**src/sv/nearest_observation_table_assert.svh**
```systemverilog
// ============================================================================
// Assertion macros for the nearest observation table
// Shared property templates used by the top level.
// ============================================================================
`ifndef NEAREST_OBSERVATION_TABLE_ASSERT_SVH
`define NEAREST_OBSERVATION_TABLE_ASSERT_SVH

// implication checked in the next cycle
`define NOT_ASSERT_NEXT(lbl, clk, rst_n, ante, cons, msg) \
    lbl: assert property (@(posedge clk) disable iff (!rst_n) (ante) |=> (cons)) \
        else $error(msg);

// implication checked in the same cycle
`define NOT_ASSERT_SAME(lbl, clk, rst_n, ante, cons, msg) \
    lbl: assert property (@(posedge clk) disable iff (!rst_n) (ante) |-> (cons)) \
        else $error(msg);

`endif

```
**src/sv/not_pkg.sv**
```systemverilog
// ============================================================================
// Nearest observation table package
// Word types, entry layout, codes and command/status bundles.
// ============================================================================
`default_nettype none

package not_pkg;

    localparam int TableDepthDefault = 2048;

    localparam logic [1:0] OP_ADD   = 2'd0;
    localparam logic [1:0] OP_MARK  = 2'd1;
    localparam logic [1:0] OP_QUERY = 2'd2;

    localparam logic [2:0] ST_REREP   = 3'd0;
    localparam logic [2:0] ST_MARKED  = 3'd1;
    localparam logic [2:0] ST_DROPPED = 3'd2;
    localparam logic [2:0] ST_APPEND  = 3'd3;
    localparam logic [2:0] ST_FOUND   = 3'd4;
    localparam logic [2:0] ST_NONE    = 3'd5;

    localparam logic [15:0] MIN_DISTANCE_CM = 16'd10;
    localparam logic signed [32:0] SAME_NODE_WINDOW_S  = 33'sd30;
    localparam logic signed [32:0] OTHER_NODE_WINDOW_S = 33'sd120;

    typedef struct packed {
        logic [1:0]        op;
        logic [47:0]       device_mac;
        logic [5:0]        node_id;
        logic [31:0]       first_seen;
        logic [31:0]       last_seen;
        logic [15:0]       distance_cm;
        logic signed [7:0] device_class;
        logic [47:0]       replaced_by;
        logic [15:0]       hit_count;
    } t_in_word;

    typedef struct packed {
        logic [2:0]  status;
        logic [5:0]  best_node;
        logic [15:0] best_distance_cm;
        logic [31:0] best_time;
    } t_out_word;

    typedef struct packed {
        logic [47:0] mac;
        logic [5:0]  node;
        logic [15:0] distance;
        logic [7:0]  cls;
        logic [47:0] replaced;
        logic [31:0] first_time;
        logic [31:0] last_time;
        logic [15:0] count;
    } t_entry;

    typedef enum logic [1:0] {J_HOLD, J_TOP, J_ZERO, J_DEC} t_j_op;
    typedef enum logic [1:0] {J2_NONE, J2_INC} t_j_inc;
    typedef enum logic [1:0] {K_HOLD, K_ZERO, K_FROM_J, K_INC} t_k_op;
    typedef enum logic [1:0] {F_HOLD, F_INC, F_DEC} t_fill_op;
    typedef enum logic [2:0] {WS_NONE, WS_REP, WS_SHIFT, WS_NEW, WS_BEST} t_wsel;

    typedef struct packed {
        logic       ld_in;
        t_j_op      j_op;
        logic       j_inc;
        t_k_op      k_op;
        logic       rd_en;
        logic       rd_k;
        t_wsel      wsel;
        t_fill_op   fill_op;
        logic       q_clr;
        logic       q_eval;
        logic       out_ld;
        logic [2:0] out_status;
    } t_dp_cmd;

    typedef struct packed {
        logic [1:0] op;
        logic       mn_hit;
        logic       rr_hit;
        logic       mac_hit;
        logic       q_tight;
        logic       found;
        logic       j_zero;
        logic       j_last;
        logic       k_last;
        logic       fill_zero;
        logic       fill_full;
        logic       rb_zero;
        logic       short_dist;
        logic       out_free;
    } t_dp_stat;

endpackage

`default_nettype wire

```
**src/sv/not_control.sv**
```systemverilog
// ============================================================================
// Nearest observation table controller
// Sequences re-report, mark, evict, append, duplicate removal and query scans.
// ============================================================================
`default_nettype none

module not_control (
    input  wire               i_clk,
    input  wire               i_rst_n,
    input  wire               i_in_valid,
    output logic              o_in_ready,
    input  not_pkg::t_dp_stat i_stat,
    output not_pkg::t_dp_cmd  o_cmd
);

    typedef enum logic [3:0] {
        S_IDLE, S_DISPATCH, S_RR_RD, S_RR_EV, S_ADD_CHK, S_MK_RD, S_MK_EV,
        S_EV_RD, S_EV_EV, S_APPEND, S_DP_RD, S_DP_EV, S_RM_RD, S_RM_EV,
        S_Q_RD, S_Q_EV
    } t_state;

    typedef enum logic [0:0] {P_WORK, P_FIN} t_phase;

    t_state     r_state, n_state;
    t_phase     r_phase, n_phase;
    logic [2:0] r_status, n_status;

    assign o_in_ready = (r_phase == P_WORK) && (r_state == S_IDLE);

    always_comb begin
        o_cmd = '{ld_in: 1'b0, j_op: not_pkg::J_HOLD, j_inc: 1'b0, k_op: not_pkg::K_HOLD,
                  rd_en: 1'b0, rd_k: 1'b0, wsel: not_pkg::WS_NONE,
                  fill_op: not_pkg::F_HOLD, q_clr: 1'b0, q_eval: 1'b0,
                  out_ld: 1'b0, out_status: r_status};
        n_state  = r_state;
        n_phase  = r_phase;
        n_status = r_status;
        if (r_phase == P_FIN) begin
            o_cmd.out_ld = 1'b1;
            if (i_stat.out_free) begin
                n_phase = P_WORK;
                n_state = S_IDLE;
            end
        end else begin
            unique case (r_state)
                S_IDLE: begin
                    o_cmd.ld_in = i_in_valid;
                    if (i_in_valid) n_state = S_DISPATCH;
                end
                S_DISPATCH: begin
                    o_cmd.q_clr = 1'b1;
                    priority if (i_stat.op == not_pkg::OP_ADD) begin
                        if (i_stat.fill_zero) begin
                            n_state = S_ADD_CHK;
                        end else begin
                            o_cmd.j_op = not_pkg::J_TOP;
                            n_state = S_RR_RD;
                        end
                    end else if (i_stat.op == not_pkg::OP_MARK) begin
                        if (i_stat.rb_zero || i_stat.fill_zero) begin
                            n_status = not_pkg::ST_MARKED;
                            n_phase  = P_FIN;
                        end else begin
                            o_cmd.j_op = not_pkg::J_ZERO;
                            n_state = S_MK_RD;
                        end
                    end else if (i_stat.op == not_pkg::OP_QUERY) begin
                        if (i_stat.fill_zero) begin
                            n_status = not_pkg::ST_NONE;
                            n_phase  = P_FIN;
                        end else begin
                            o_cmd.j_op = not_pkg::J_TOP;
                            n_state = S_Q_RD;
                        end
                    end else begin
                        n_status = not_pkg::ST_NONE;
                        n_phase  = P_FIN;
                    end
                end
                S_RR_RD: begin
                    o_cmd.rd_en = 1'b1;
                    n_state = S_RR_EV;
                end
                S_RR_EV: begin
                    priority if (i_stat.rr_hit) begin
                        o_cmd.wsel = not_pkg::WS_REP;
                        n_status = not_pkg::ST_REREP;
                        n_phase  = P_FIN;
                    end else if (i_stat.j_zero) begin
                        n_state = S_ADD_CHK;
                    end else begin
                        o_cmd.j_op = not_pkg::J_DEC;
                        n_state = S_RR_RD;
                    end
                end
                S_ADD_CHK: begin
                    priority if (!i_stat.rb_zero) begin
                        if (i_stat.fill_zero) begin
                            n_status = not_pkg::ST_MARKED;
                            n_phase  = P_FIN;
                        end else begin
                            o_cmd.j_op = not_pkg::J_ZERO;
                            n_state = S_MK_RD;
                        end
                    end else if (i_stat.short_dist) begin
                        n_status = not_pkg::ST_DROPPED;
                        n_phase  = P_FIN;
                    end else if (i_stat.fill_full) begin
                        o_cmd.k_op = not_pkg::K_ZERO;
                        n_state = S_EV_RD;
                    end else begin
                        n_state = S_APPEND;
                    end
                end
                S_MK_RD: begin
                    o_cmd.rd_en = 1'b1;
                    n_state = S_MK_EV;
                end
                S_MK_EV: begin
                    if (i_stat.mn_hit) o_cmd.wsel = not_pkg::WS_REP;
                    if (i_stat.j_last) begin
                        n_status = not_pkg::ST_MARKED;
                        n_phase  = P_FIN;
                    end else begin
                        o_cmd.j_inc = 1'b1;
                        n_state = S_MK_RD;
                    end
                end
                S_EV_RD: begin
                    o_cmd.rd_en = 1'b1;
                    o_cmd.rd_k  = 1'b1;
                    n_state = S_EV_EV;
                end
                S_EV_EV: begin
                    o_cmd.wsel = not_pkg::WS_SHIFT;
                    if (i_stat.k_last) begin
                        o_cmd.fill_op = not_pkg::F_DEC;
                        n_state = S_APPEND;
                    end else begin
                        o_cmd.k_op = not_pkg::K_INC;
                        n_state = S_EV_RD;
                    end
                end
                S_APPEND: begin
                    o_cmd.wsel    = not_pkg::WS_NEW;
                    o_cmd.fill_op = not_pkg::F_INC;
                    if (i_stat.fill_zero) begin
                        n_status = not_pkg::ST_APPEND;
                        n_phase  = P_FIN;
                    end else begin
                        o_cmd.j_op = not_pkg::J_TOP;
                        n_state = S_DP_RD;
                    end
                end
                S_DP_RD: begin
                    o_cmd.rd_en = 1'b1;
                    n_state = S_DP_EV;
                end
                S_DP_EV: begin
                    priority if (i_stat.mn_hit) begin
                        o_cmd.k_op = not_pkg::K_FROM_J;
                        n_state = S_RM_RD;
                    end else if (i_stat.j_zero) begin
                        n_status = not_pkg::ST_APPEND;
                        n_phase  = P_FIN;
                    end else begin
                        o_cmd.j_op = not_pkg::J_DEC;
                        n_state = S_DP_RD;
                    end
                end
                S_RM_RD: begin
                    o_cmd.rd_en = 1'b1;
                    o_cmd.rd_k  = 1'b1;
                    n_state = S_RM_EV;
                end
                S_RM_EV: begin
                    o_cmd.wsel = not_pkg::WS_SHIFT;
                    if (i_stat.k_last) begin
                        o_cmd.fill_op = not_pkg::F_DEC;
                        n_status = not_pkg::ST_APPEND;
                        n_phase  = P_FIN;
                    end else begin
                        o_cmd.k_op = not_pkg::K_INC;
                        n_state = S_RM_RD;
                    end
                end
                S_Q_RD: begin
                    o_cmd.rd_en = 1'b1;
                    n_state = S_Q_EV;
                end
                S_Q_EV: begin
                    o_cmd.q_eval = 1'b1;
                    if (i_stat.q_tight) o_cmd.wsel = not_pkg::WS_BEST;
                    if (i_stat.j_zero) begin
                        n_status = (i_stat.found || i_stat.mac_hit) ? not_pkg::ST_FOUND
                                                                    : not_pkg::ST_NONE;
                        n_phase  = P_FIN;
                    end else begin
                        o_cmd.j_op = not_pkg::J_DEC;
                        n_state = S_Q_RD;
                    end
                end
                default: begin
                    n_state = S_IDLE;
                end
            endcase
        end
    end

    always_ff @(posedge i_clk) begin
        if (!i_rst_n) begin
            r_state  <= S_IDLE;
            r_phase  <= P_WORK;
            r_status <= not_pkg::ST_NONE;
        end else begin
            r_state  <= n_state;
            r_phase  <= n_phase;
            r_status <= n_status;
        end
    end

endmodule

`default_nettype wire

```
**config.mk**
```make
export PLATFORM = sky130hd
export DESIGN_NAME = not_control
export DESIGN_NICKNAME = d
export VERILOG_FILES = /design/src/sv/nearest_observation_table_assert.svh /design/src/sv/not_pkg.sv /design/src/sv/not_control.sv
export SDC_FILE = /design/constraint.sdc
export NUM_CORES = 1
export LEC_CHECK = 0
export BUFFER_PORTS_ARGS = -buffer_cell sky130_fd_sc_hd__buf_2
export CORE_MARGIN = 4
export CORE_UTILIZATION = 31
export CTS_CLUSTER_SIZE = 16
export DETAILED_ROUTE_END_ITERATION = 12
export GPL_TIMING_DRIVEN = 0
export PLACE_DENSITY_LB_ADDON = 0.3
export SLEW_MARGIN = 15
export SYNTH_ARGS = -nofsm -noshare
export SYNTH_HDL_FRONTEND = slang
export SYNTH_SLANG_ARGS = --single-unit
```
**constraint.sdc**
```tcl
create_clock -name i_clk -period 2.7 [get_ports i_clk]
set_input_delay 0.405 -clock i_clk [delete_from_list [all_inputs] [get_ports i_clk]]
set_output_delay 0.405 -clock i_clk [all_outputs]
set_load 0.03 [all_outputs]
```
# [Word level (Yosys, flattened, before mapping)]
# Index checks and enable logic that the tools add are counted.
[totals] romBits=0 register_bits=8 n_memories=0 latchBits=0 mem_bits_rw=0
[classes] n_div=0 n_eq_ne=42 n_mux=87 shifts=0 bitwise_logic=1 reduce_logical=11 addsub=0 mul=0 order_cmp=0
[op_table] op="$mux 4" count=20
[op_table] op="$pmux 4 s16" count=1
[op_table] op="$mux 3" count=18
[op_table] op="$eq 4x4->1 const B" count=8
[op_table] op="$mux 1" count=30
[op_table] op="$ne 3x3->1 const B" count=9
[op_table] op="$pmux 3 s8" count=1
[op_table] op="$mux 2" count=11
[op_table] op="$ne 2x2->1 const B" count=9
[op_table] op="$eq 4x3->1 const B" count=4
[op_table] op="$ne 4x4->1 const B" count=4
[op_table] op="$mux 15" count=1
[op_table] op="$ne 5x5->1 const B" count=3
[op_table] op="$pmux 3 s5" count=1
[op_table] op="$reduce_and 14->1" count=1
[op_table] op="$reduce_and 13->1" count=1
[op_table] op="$pmux 2 s6" count=1
[op_table] op="$eq 4x2->1 const B" count=2
[op_table] op="$pmux 1 s8" count=1
[op_table] op="$reduce_bool 8->1" count=1
[op_table] op="$pmux 2 s3" count=1
[op_table] op="$reduce_or 6->1" count=1
[op_table] op="$eq 4x1->1 const B" count=1
[op_table] op="$logic_not 4->1" count=1
[op_table] op="8 further kinds" count=10

# [Depth between registers and ports, before layout]
# Gate-level depths: netlist (run 1).
[logic_depth] depth_word=6 ltp_mapped=7 mapped_depth_nobuf=7

# [Worst setup path before layout (run 1)]
# No wires, ideal clock.
[synth_path] path_type="register to output" startpoint="reg r_state[3]" endpoint="out o_cmd[18] (netlist bit)" t_required_ps=2295 arrival_ps=2208 path_buffers=2 stages_incl_launch_ff=6 setup_slack_ps=87 cell_sequence="dfxtp_1 > buf_6 > buf_4 > or2_1 > nor4_1 > and2_1"
[synth_lines] item="start: declaration" line="not_control.sv:24" rtl="t_state r_state, n_state;"
[synth_lines] item="start signal: assignment" line="not_control.sv:216" rtl="r_state <= n_state;"
[synth_lines] item="end: declaration" line="not_control.sv:13" rtl="output not_pkg::t_dp_cmd o_cmd"

==> results of run 1 <==
where the power goes:
group | switching, mW | leakage, nW | internal, mW
logic | 0.416 | 0.544 | 0.239
clock network | 0.0425 | 0.0216 | 0.0962
registers | 0.0277 | 0.0649 | 0.137
total | 0.486 | 0.631 | 0.471
cells in the final DEF, fill, tap and decap left out, types with 3 or more instances in the layout:
cell / netlist / layout
inv_1: 7 / 7
o21ai_0: 9 / 9
o21a_1: 3 / 3
a22oi_1: 3 / 3
mux2i_1: 7 / 7
nand3_1: 3 / 3
a21oi_1: 13 / 13
clkbuf_8: 0 / 3
nor3_1: 10 / 10
nor2b_1: 7 / 7
nand2b_1: 8 / 8
o22ai_1: 3 / 3
a31oi_1: 3 / 3
nand2_1: 19 / 19
clkbuf_1: 6 / 5
nor2_1: 16 / 16
dfxtp_1: 8 / 8
ha_1: 4 / 4
buf_2: 6 / 42
worst paths after layout:
| check | slack [ps] | cells past startpoint | from | to |
|---|---|---|---|---|
| worst max register to register | 660 | 5 | r_state[0]$_SDFFE_PN0P_ | r_status[0]$_SDFFE_PN1P_ |
| worst max-delay path | 120 | 7 | r_state[1]$_SDFFE_PN0P_ | o_cmd[16] |
| worst min register to register | 450 | 2 | r_status[1]$_SDFFE_PN0P_ | r_status[1]$_SDFFE_PN0P_ |
| worst min-delay path | 450 | 2 | r_status[1]$_SDFFE_PN0P_ | r_status[1]$_SDFFE_PN0P_ |
final cells by class:
class | instances | area (um2) | share of cell area, %
Multi-Input combinational cell | 144 | 945 | 63.3
Clock buffer | 3 | 41.3 | 2.77
Tap cell | 48 | 60.1 | 4.03
Timing Repair Buffer | 36 | 180 | 12.1
Sequential cell | 8 | 160 | 10.7
Inverter | 7 | 26.3 | 1.76
Buffer | 15 | 78.8 | 5.29
through the flow:
step	cell area (um2)	util, %
after detailed placement	1450	39.1
after CTS	1500	40.2
after global routing	1490	40.1
final	1490	40.1
after global placement	1450	39.1
after floorplan	1210	-
flip-flops by register name, indices dropped and copies added (netlist names):
signal	flops
r_state	4
r_status	3
r_phase	1
per-layer routing:
| metal | wire [um] | track usage, % | vias to the layer above |
|---|---|---|---|
| li1 | - | - | 707 |
| met1 | 1630 | 21.8 | 641 |
| met2 | 1660 | 23.6 | 73 |
| met3 | 346 | 2.70 | 4 |
| met4 | 34 | 1.88 | 0 |
| met5 | 0 | 0 | - |
critical path, cell delays in order (launching register included):
cell     delay (ps)
dfxtp_1         510
buf_2           280
buf_2           250
nand2_1         100
nor3_1          370
a31oi_1          80
nor3_1          140
buf_2           220
kinds of logic (layout without fill, tap and decap cells):
family          after synthesis  after routing  share of synthesized area [%]
fa+ha+maj                     4              4                           4.12
xor+xnor                      3              3                           2.17
buf+inv                      23             61                           8.97
mux                           9              9                           7.63
flops                         8              8                           13.2
compound gates               47             47                           26.7
simple gates                 81             81                           37.2
==> reports/qor.yml, run 1 <==
outcome:
  status: "complete, no violations"
floorplanning:
  die_y_um: 70.6
  dieArea_um2: 4980
  die_w_um: 70.6
  core_um2: 3720
  initial_utilization_pct: 32.7
  row_count: 22
  boundaryPins: 38
logic_synthesis:
  syn_nets: 197
  synth_edf_count: 0
  syn_area_um2: 1210
  ys.flop_type: "dfxtp_1"
  yosysMostFrequentCell: "nand2_1"
  synth_area_leader_cell: "dfxtp_1"
  ys_seq_area_share_pct: 13.2
  synth.area.top_cells: "dfxtp_1 (13%), nand2_1 (5.9%), mux2i_1 (5.8%)"
  async_reset_ff_share_pct: 0
  syn_area_per_cell_um2: 6.94
  postSynthCellCount: 175
  yosysWarningCount: 0
  ys_ff_latch: 8
  synthDominantCellAreaShare_pct: 13.2
  synthTopCellsByCount: "nand2_1 (19), nor2_1 (16), a21oi_1 (13)"
  synth.distinct_cells: 50
cts:
  cts.sinks: 8
  cts_buffers: 3
  post-cts-setup-buffers: 0
  clockBufferDepth: 2
  clk_pin_slew_worst_paths_ps: 40
  clockRootBuffer: "clkbuf_8"
  clk_latency_ps: 220
  cts_tree: "done"
  hold_buffers: 0
  cts_resized: 0
  h-tree-depth: 1
placement:
  dp_cells: 259
  routabilityCongestion: 0.906
  hpwlAfterDp_mm: 2.83
  io_buffers: 36
  pre_cts_ws_ps: 382
global_routing:
  grt_overflow: 0
  grt_max_degree: 11
  grt_pass1_wl_mm: 6.22
  grt.total_usage_pct: 14.9
  grt_pass1_vias: 1272
  antenna_found_initial: 0
critical_path:
  critPathLaunchType: "register"
  crit_path_end_kind: "output port"
  critical_path_class: "reg2out"
  path_max_fanout: 10
  cp.arrival_ps: 2180
  crit_required_ps: 2300
timing:
  hold_viol_final: 0
  rsz0062_at_grt: "false"
  relSlewSlack_pct: 65.0
  holdWs_ps: 455
  final_max_slew_viol_count: 0
  period_needed_ps: 2580
  skew_ps: 2.15
  fmax_mhz: 387
  setup_violations: 0
  worstMarginPinSlew_ps: 525
  fin_ws_ps: 118
  fin_setup_tns_ps: 0
  post-route-period-util_pct: 95.6
min_path:
  hp-class: "reg2reg"
power_and_ir_drop:
  p_per_area_nw_per_um2: 642
  ir_drop_v: 0.000392
  p_total_mw: 0.957
  leakage_nw: 0.631
job:
  maxCapViolCount: 0
route:
  wl_per_cell_um: 14.1
  drc_errors: 0
  drt-total-wl_mm: 3.67
  drtPass1Iterations: 4
  vias_per_cell: 5.46
  dr_total_vias: 1425
  drtAntennaViolNets: 0
  drtIter0Drc: 130
cells_and_area:
  n_antenna_cell: 0
  drive_gt1_share_pct: 25.8
  fillers: 416
  stdcell_count: 261
  syn_to_final_growth_pct: 22.9
  nets: 237
Power figures use the tool's default switching activity.
==> inputs of run 2 (changes only) <==
Settings changed: GPL_TIMING_DRIVEN 0 to not set, SLEW_MARGIN 15 to not set.
==> reports/qor.yml, run 2 (synthesized netlist as in run 1, its figures left out) <==
floorplanning:
  initial_utilization_pct: 32.7  # unchanged
  dieArea_um2: 4980  # unchanged
  row_count: 22  # unchanged
  die_w_um: 70.6  # unchanged
  boundaryPins: 38  # unchanged
  core_um2: 3720  # unchanged
  die_y_um: 70.6  # unchanged
cells_and_area:
  syn_to_final_growth_pct: 24.0  # was 22.9%
  drive_gt1_share_pct: 27.3  # was 25.8%
  regMostFlops: "r_state"  # unchanged
  stdcell_count: 257  # was 261
  final_common_cell: "buf_2"  # unchanged
  final_cell_mix: "buf_2 (37), nand2_1 (19), nor2_1 (16)"  # was buf_2 (42), nand2_1 (19), nor2_1 (16)
  largest_reg_flops: 4  # unchanged
  reg.largest.list: "r_state: 4 flops, r_status: 3 flops, r_phase: 1 flops"  # unchanged
  nets: 233  # was 237
  n_antenna_cell: 0  # unchanged
critical_path:
  critical_path_class: "reg2out"  # unchanged
  path_max_fanout: 17  # was 10
  cp.arrival_ps: 2000  # was 2180 ps
  max_stage_delay_ps: 620  # was 510 ps
  crit_path_end_kind: "output port"  # unchanged
  critPathLaunchType: "register"  # unchanged
  critPathSlowestCell: "or4b_1"  # was dfxtp_1
  crit_required_ps: 2300  # about the same
  crit_chain: "or4b_1 -> nor2_1 -> a21oi_1 -> nor3_1 -> o21a_1 -> buf_2"  # was buf_2 -> buf_2 -> nand2_1 -> nor3_1 -> a31oi_1 -> nor3_1 -> buf_2
cts:
  cts_resized: 0  # unchanged
  clockBufferDepth: 2  # unchanged
  h-tree-depth: 1  # unchanged
  hold_buffers: 0  # unchanged
  cts_tree: "done"  # unchanged
  clk_pin_slew_worst_paths_ps: 40  # about the same
  clockRootBuffer: "clkbuf_8"  # unchanged
  clk_latency_ps: 220  # about the same
  post-cts-setup-buffers: 0  # unchanged
  cts_buffers: 3  # unchanged
  cts.sinks: 8  # unchanged
route:
  drc_errors: 0  # unchanged
  drtIter0Drc: 59  # was 130
  vias_per_cell: 5.44  # was 5.46
  wl_per_cell_um: 14.3  # was 14.1 um
  drtAntennaViolNets: 0  # unchanged
  drtPass1Iterations: 4  # unchanged
  dr_total_vias: 1399  # was 1425
  drt-total-wl_mm: 3.67  # about the same
global_routing:
  grt_pass1_wl_mm: 6.08  # was 6.22 mm
  grt.total_usage_pct: 14.6  # was 14.9%
  grt_max_degree: 34  # was 11
  grt_pass1_vias: 1300  # was 1272
  grt_overflow: 0  # unchanged
  antenna_found_initial: 0  # unchanged
placement:
  dp_cells: 254  # was 259
  io_buffers: 37  # was 36
  routabilityCongestion: 0.865  # was 0.906
  hpwlAfterDp_mm: 2.81  # was 2.83 mm
  pre_cts_ws_ps: 441  # was 382 ps
outcome:
  status: "complete, no violations"  # unchanged
power_and_ir_drop:
  p_per_area_nw_per_um2: 650  # was 642 nW/um2
  leakage_nw: 0.637  # was 0.631 nW
  ir_drop_v: 0.000402  # was 0.000392 V
timing:
  post-route-period-util_pct: 89.2  # was 95.6%
  hold_viol_final: 0  # unchanged
  fin_setup_tns_ps: 0  # unchanged
  skew_ps: 0.741  # was 2.15 ps
  setup_violations: 0  # unchanged
  period_needed_ps: 2410  # was 2580 ps
  relSlewSlack_pct: 57.4  # was 65.0%
  fmax_mhz: 415  # was 387 MHz
  fin_ws_ps: 291  # was 118 ps
  final_max_slew_viol_count: 0  # unchanged
  worstMarginPinSlew_ps: 639  # was 525 ps
  holdWs_ps: 454  # was 455 ps
  rsz0062_at_grt: "false"  # unchanged
job:
  maxCapViolCount: 0  # unchanged
min_path:
  hp-class: "reg2reg"  # unchanged
-- run 2: path summary, 6_finish.rpt --
path,start,end,slack (ps),depth (start not counted)
worst min-delay path,r_status[1]$_SDFFE_PN0P_,r_status[1]$_SDFFE_PN0P_,450,2
worst max-delay path,r_state[2]$_SDFFE_PN0P_,o_cmd[17],290,6
worst max register to register,r_state[3]$_SDFFE_PN0P_,r_status[0]$_SDFFE_PN1P_,500,6
worst min register to register,r_status[1]$_SDFFE_PN0P_,r_status[1]$_SDFFE_PN0P_,450,2
-- run 2: per-layer routing --
layer	wire [um]	up-vias	global-route usage, %
li1	-	699	-
met4	21	0	1.88
met3	242	2	2.56
met1	1720	642	20.3
met5	0	-	0
met2	1690	56	24.2
-- run 2: area by class of cell --
class / instances / area, um2
fill: 418 / 2210
multi-input combinational: 144 / 945
timing repair buffer: 47 / 273
sequential: 8 / 160
tap: 48 / 60.1
clock buffer: 3 / 41.3
inverter: 7 / 26.3
-- run 2: per-stage QoR --
step                      area, um2  power [mW]  utilization [%]
after floorplan                1210       0.659                -
after global placement         1460       0.834             39.4
after detailed placement       1460       0.837             39.4
after CTS                      1510       0.983             40.5
after global routing           1510        1.05             40.5
final                          1510       0.979             40.5
-- run 2: worst max-delay path, delay by kind of cell, from the launching register on --
| family | cells | cell delay, ps |
|---|---|---|
| AND/OR/NAND/NOR | 3 | 920 |
| flip-flops | 1 | 460 |
| AO/OA/AOI/OAI | 2 | 210 |
| buffers and inverters | 1 | 190 |
-- run 2: where the power goes --
| part | internal, mW | total (mW) | switching [mW] |
|---|---|---|---|
| combinational | 0.260 | 0.660 | 0.400 |
| sequential | 0.137 | 0.179 | 0.0421 |
| clock | 0.0963 | 0.140 | 0.0441 |
| total | 0.493 | 0.979 | 0.486 |
==> inputs of run 3 (changes only) <==
Settings changed: CORE_UTILIZATION 31 to 50.
==> reports/qor.yml, run 3 (synthesized netlist as in run 1, its figures left out) <==
cts:
  h-tree-depth: 1  # unchanged
  cts.sinks: 8  # unchanged
  hold_buffers: 0  # unchanged
  cts_tree: "done"  # unchanged
  clockBufferDepth: 2  # unchanged
  cts_resized: 0  # unchanged
  cts_buffers: 3  # unchanged
  clk_latency_ps: 250  # was 220 ps
  clockRootBuffer: "clkbuf_4"  # was clkbuf_8
  post-cts-setup-buffers: 0  # unchanged
  clk_pin_slew_worst_paths_ps: 60  # was 40 ps
cells_and_area:
  syn_to_final_growth_pct: 18.4  # was 24.0%
  stdcell_count: 235  # was 257
  final_common_cell: "buf_2"  # unchanged
  nets: 231  # was 233
  final_cell_mix: "buf_2 (37), nand2_1 (19), nor2_1 (16)"  # unchanged
  stdcell_area_um2: 1440  # was 1510 um2
  regMostFlops: "r_state"  # unchanged
  n_antenna_cell: 0  # unchanged
  largest_reg_flops: 4  # unchanged
  drive_gt1_share_pct: 27.5  # was 27.3%
  reg.largest.list: "r_state: 4 flops, r_status: 3 flops, r_phase: 1 flops"  # unchanged
power_and_ir_drop:
  p_int_mw: 0.433  # was 0.493 mW
  leakage_nw: 0.615  # was 0.637 nW
  p_per_area_nw_per_um2: 634  # was 650 nW/um2
  power.share.sequential_pct: 20.4  # was 18.2%
  p_clk_share_pct: 9.9  # was 14.3%
  power_frac_comb_pct: 69.7  # was 67.4%
  p_total_mw: 0.910  # was 0.979 mW
  power_switching_mw: 0.477  # was 0.486 mW
  ir_drop_v: 0.000516  # was 0.000402 V
  swShare_pct: 52.4  # was 49.6%
critical_path:
  crit_path_end_kind: "output port"  # unchanged
  path_max_fanout: 20  # was 17
  cp.arrival_ps: 2030  # was 2000 ps
  critPathSlowestCell: "or4b_1"  # unchanged
  critPathLaunchType: "register"  # unchanged
  crit_required_ps: 2300  # about the same
  crit_chain: "or4b_1 -> nor2_1 -> a21oi_1 -> nor3_1 -> o21a_1 -> buf_2"  # unchanged
  max_stage_delay_ps: 620  # about the same
  critical_path_class: "reg2out"  # unchanged
timing:
  worstMarginPinSlew_ps: 779  # was 639 ps
  relSlewSlack_pct: 48.0  # was 57.4%
  post-route-period-util_pct: 90.1  # was 89.2%
  fin_setup_tns_ps: 0  # unchanged
  fmax_mhz: 411  # was 415 MHz
  final_max_slew_viol_count: 0  # unchanged
  skew_ps: 4.21  # was 0.741 ps
  rsz0062_at_grt: "false"  # unchanged
  hold_viol_final: 0  # unchanged
  period_needed_ps: 2430  # was 2410 ps
  setup_violations: 0  # unchanged
  fin_ws_ps: 267  # was 291 ps
route:
  drc_errors: 0  # unchanged
  dr_total_vias: 1419  # was 1399
  drtAntennaViolNets: 0  # unchanged
  drtPass1Iterations: 4  # unchanged
  top_layer_used: "met4"  # unchanged
  wl_per_cell_um: 15.7  # was 14.3 um
  vias_per_cell: 6.04  # was 5.44
  drtIter0Drc: 72  # was 59
  dr_wl_met2_mm: 1.81  # was 1.69 mm
  dr_wl_met3_um: 310  # was 242 um
  met1Wirelength_mm: 1.50  # was 1.72 mm
  drt-total-wl_mm: 3.68  # was 3.67 mm
placement:
  hpwlAfterDp_mm: 2.82  # was 2.81 mm
  place_area_um2: 1410  # was 1460 um2
  routabilityCongestion: 0.933  # was 0.865
  dp_cells: 232  # was 254
  io_buffers: 37  # unchanged
  pre_cts_ws_ps: 421  # was 441 ps
global_routing:
  grt_pass1_vias: 1286  # was 1300
  antenna_found_initial: 0  # unchanged
  grt_pass1_wl_mm: 5.74  # was 6.08 mm
  grt_max_degree: 21  # was 34
  grt.total_usage_pct: 21.6  # was 14.6%
  grt_overflow: 0  # unchanged
outcome:
  status: "complete, no violations"  # unchanged
floorplanning:
  initial_utilization_pct: 53.8  # was 32.7%
  die_w_um: 57.3  # was 70.6 um
  dieArea_um2: 3280  # was 4980 um2
  core_um2: 2250  # was 3720 um2
  row_count: 17  # was 22
  boundaryPins: 38  # unchanged
  die_y_um: 57.3  # was 70.6 um
min_path:
  hp-class: "in2reg"  # was reg2reg
job:
  maxCapViolCount: 0  # unchanged
-- run 3: changes by cell type in the layout (fill, tap and decap cells not counted) --
cell | previous run | this run
buf_12 | 1 | 0
buf_4 | 9 | 8
clkbuf_4 | 0 | 3
clkbuf_8 | 3 | 0
dfxtp_1 | 8 | 6
dfxtp_2 | 0 | 2
-- run 3: final cells by class --
| class | count | area, um2 |
|---|---|---|
| flip-flops and latches | 8 | 163 |
| inverters | 7 | 26.3 |
| clock buffers | 3 | 22.5 |
| fillers | 225 | 818 |
| repair buffers | 45 | 245 |
| multi-input cells | 144 | 945 |
| well taps | 28 | 35.0 |
-- run 3: power by group through the flow --
stage / clock [mW] / sequential (mW) / combinational (mW)
2_1_floorplan: 0 / 0.162 / 0.497
3_3_place_gp: 0 / 0.184 / 0.623
3_5_place_dp: 0 / 0.185 / 0.629
4_1_cts: 0.0913 / 0.183 / 0.631
5_1_grt: 0.104 / 0.192 / 0.684
6_report: 0.0901 / 0.186 / 0.635
-- run 3: layer usage --
layer / GRT usage (%) / vias to the layer above
met1: 27.8 / 644
li1: - / 701
met4: 7.95 / 0
met3: 2.26 / 6
met2: 37.2 / 68
met5: 0 / -
-- run 3: per-stage QoR --
stage | util, % | hold WS, ps
2_1_floorplan | - | 523
3_3_place_gp | 62.6 | 447
3_5_place_dp | 62.6 | 457
4_1_cts | 63.6 | 435
5_1_grt | 63.7 | 427
6_report | 63.7 | 439
-- run 3: path summary, 6_finish.rpt --
path	to	from	slack (ps)	cells after the start
setup / recovery	o_cmd[17]	r_state[3]$_SDFFE_PN0P_	270	6
hold / removal	r_phase$_SDFF_PN0_	i_rst_n	440	2
setup reg to reg	r_status[2]$_SDFFE_PN1P_	r_state[0]$_SDFFE_PN0P_	590	6
hold reg to reg	r_status[1]$_SDFFE_PN0P_	r_status[1]$_SDFFE_PN0P_	460	2
-- run 3: worst max-delay path: cells and delay by family (launching register included) --
family          cells  cell delay, ps
simple gates        3             940
buf+inv             1             190
flops               1             430
compound gates      2             210
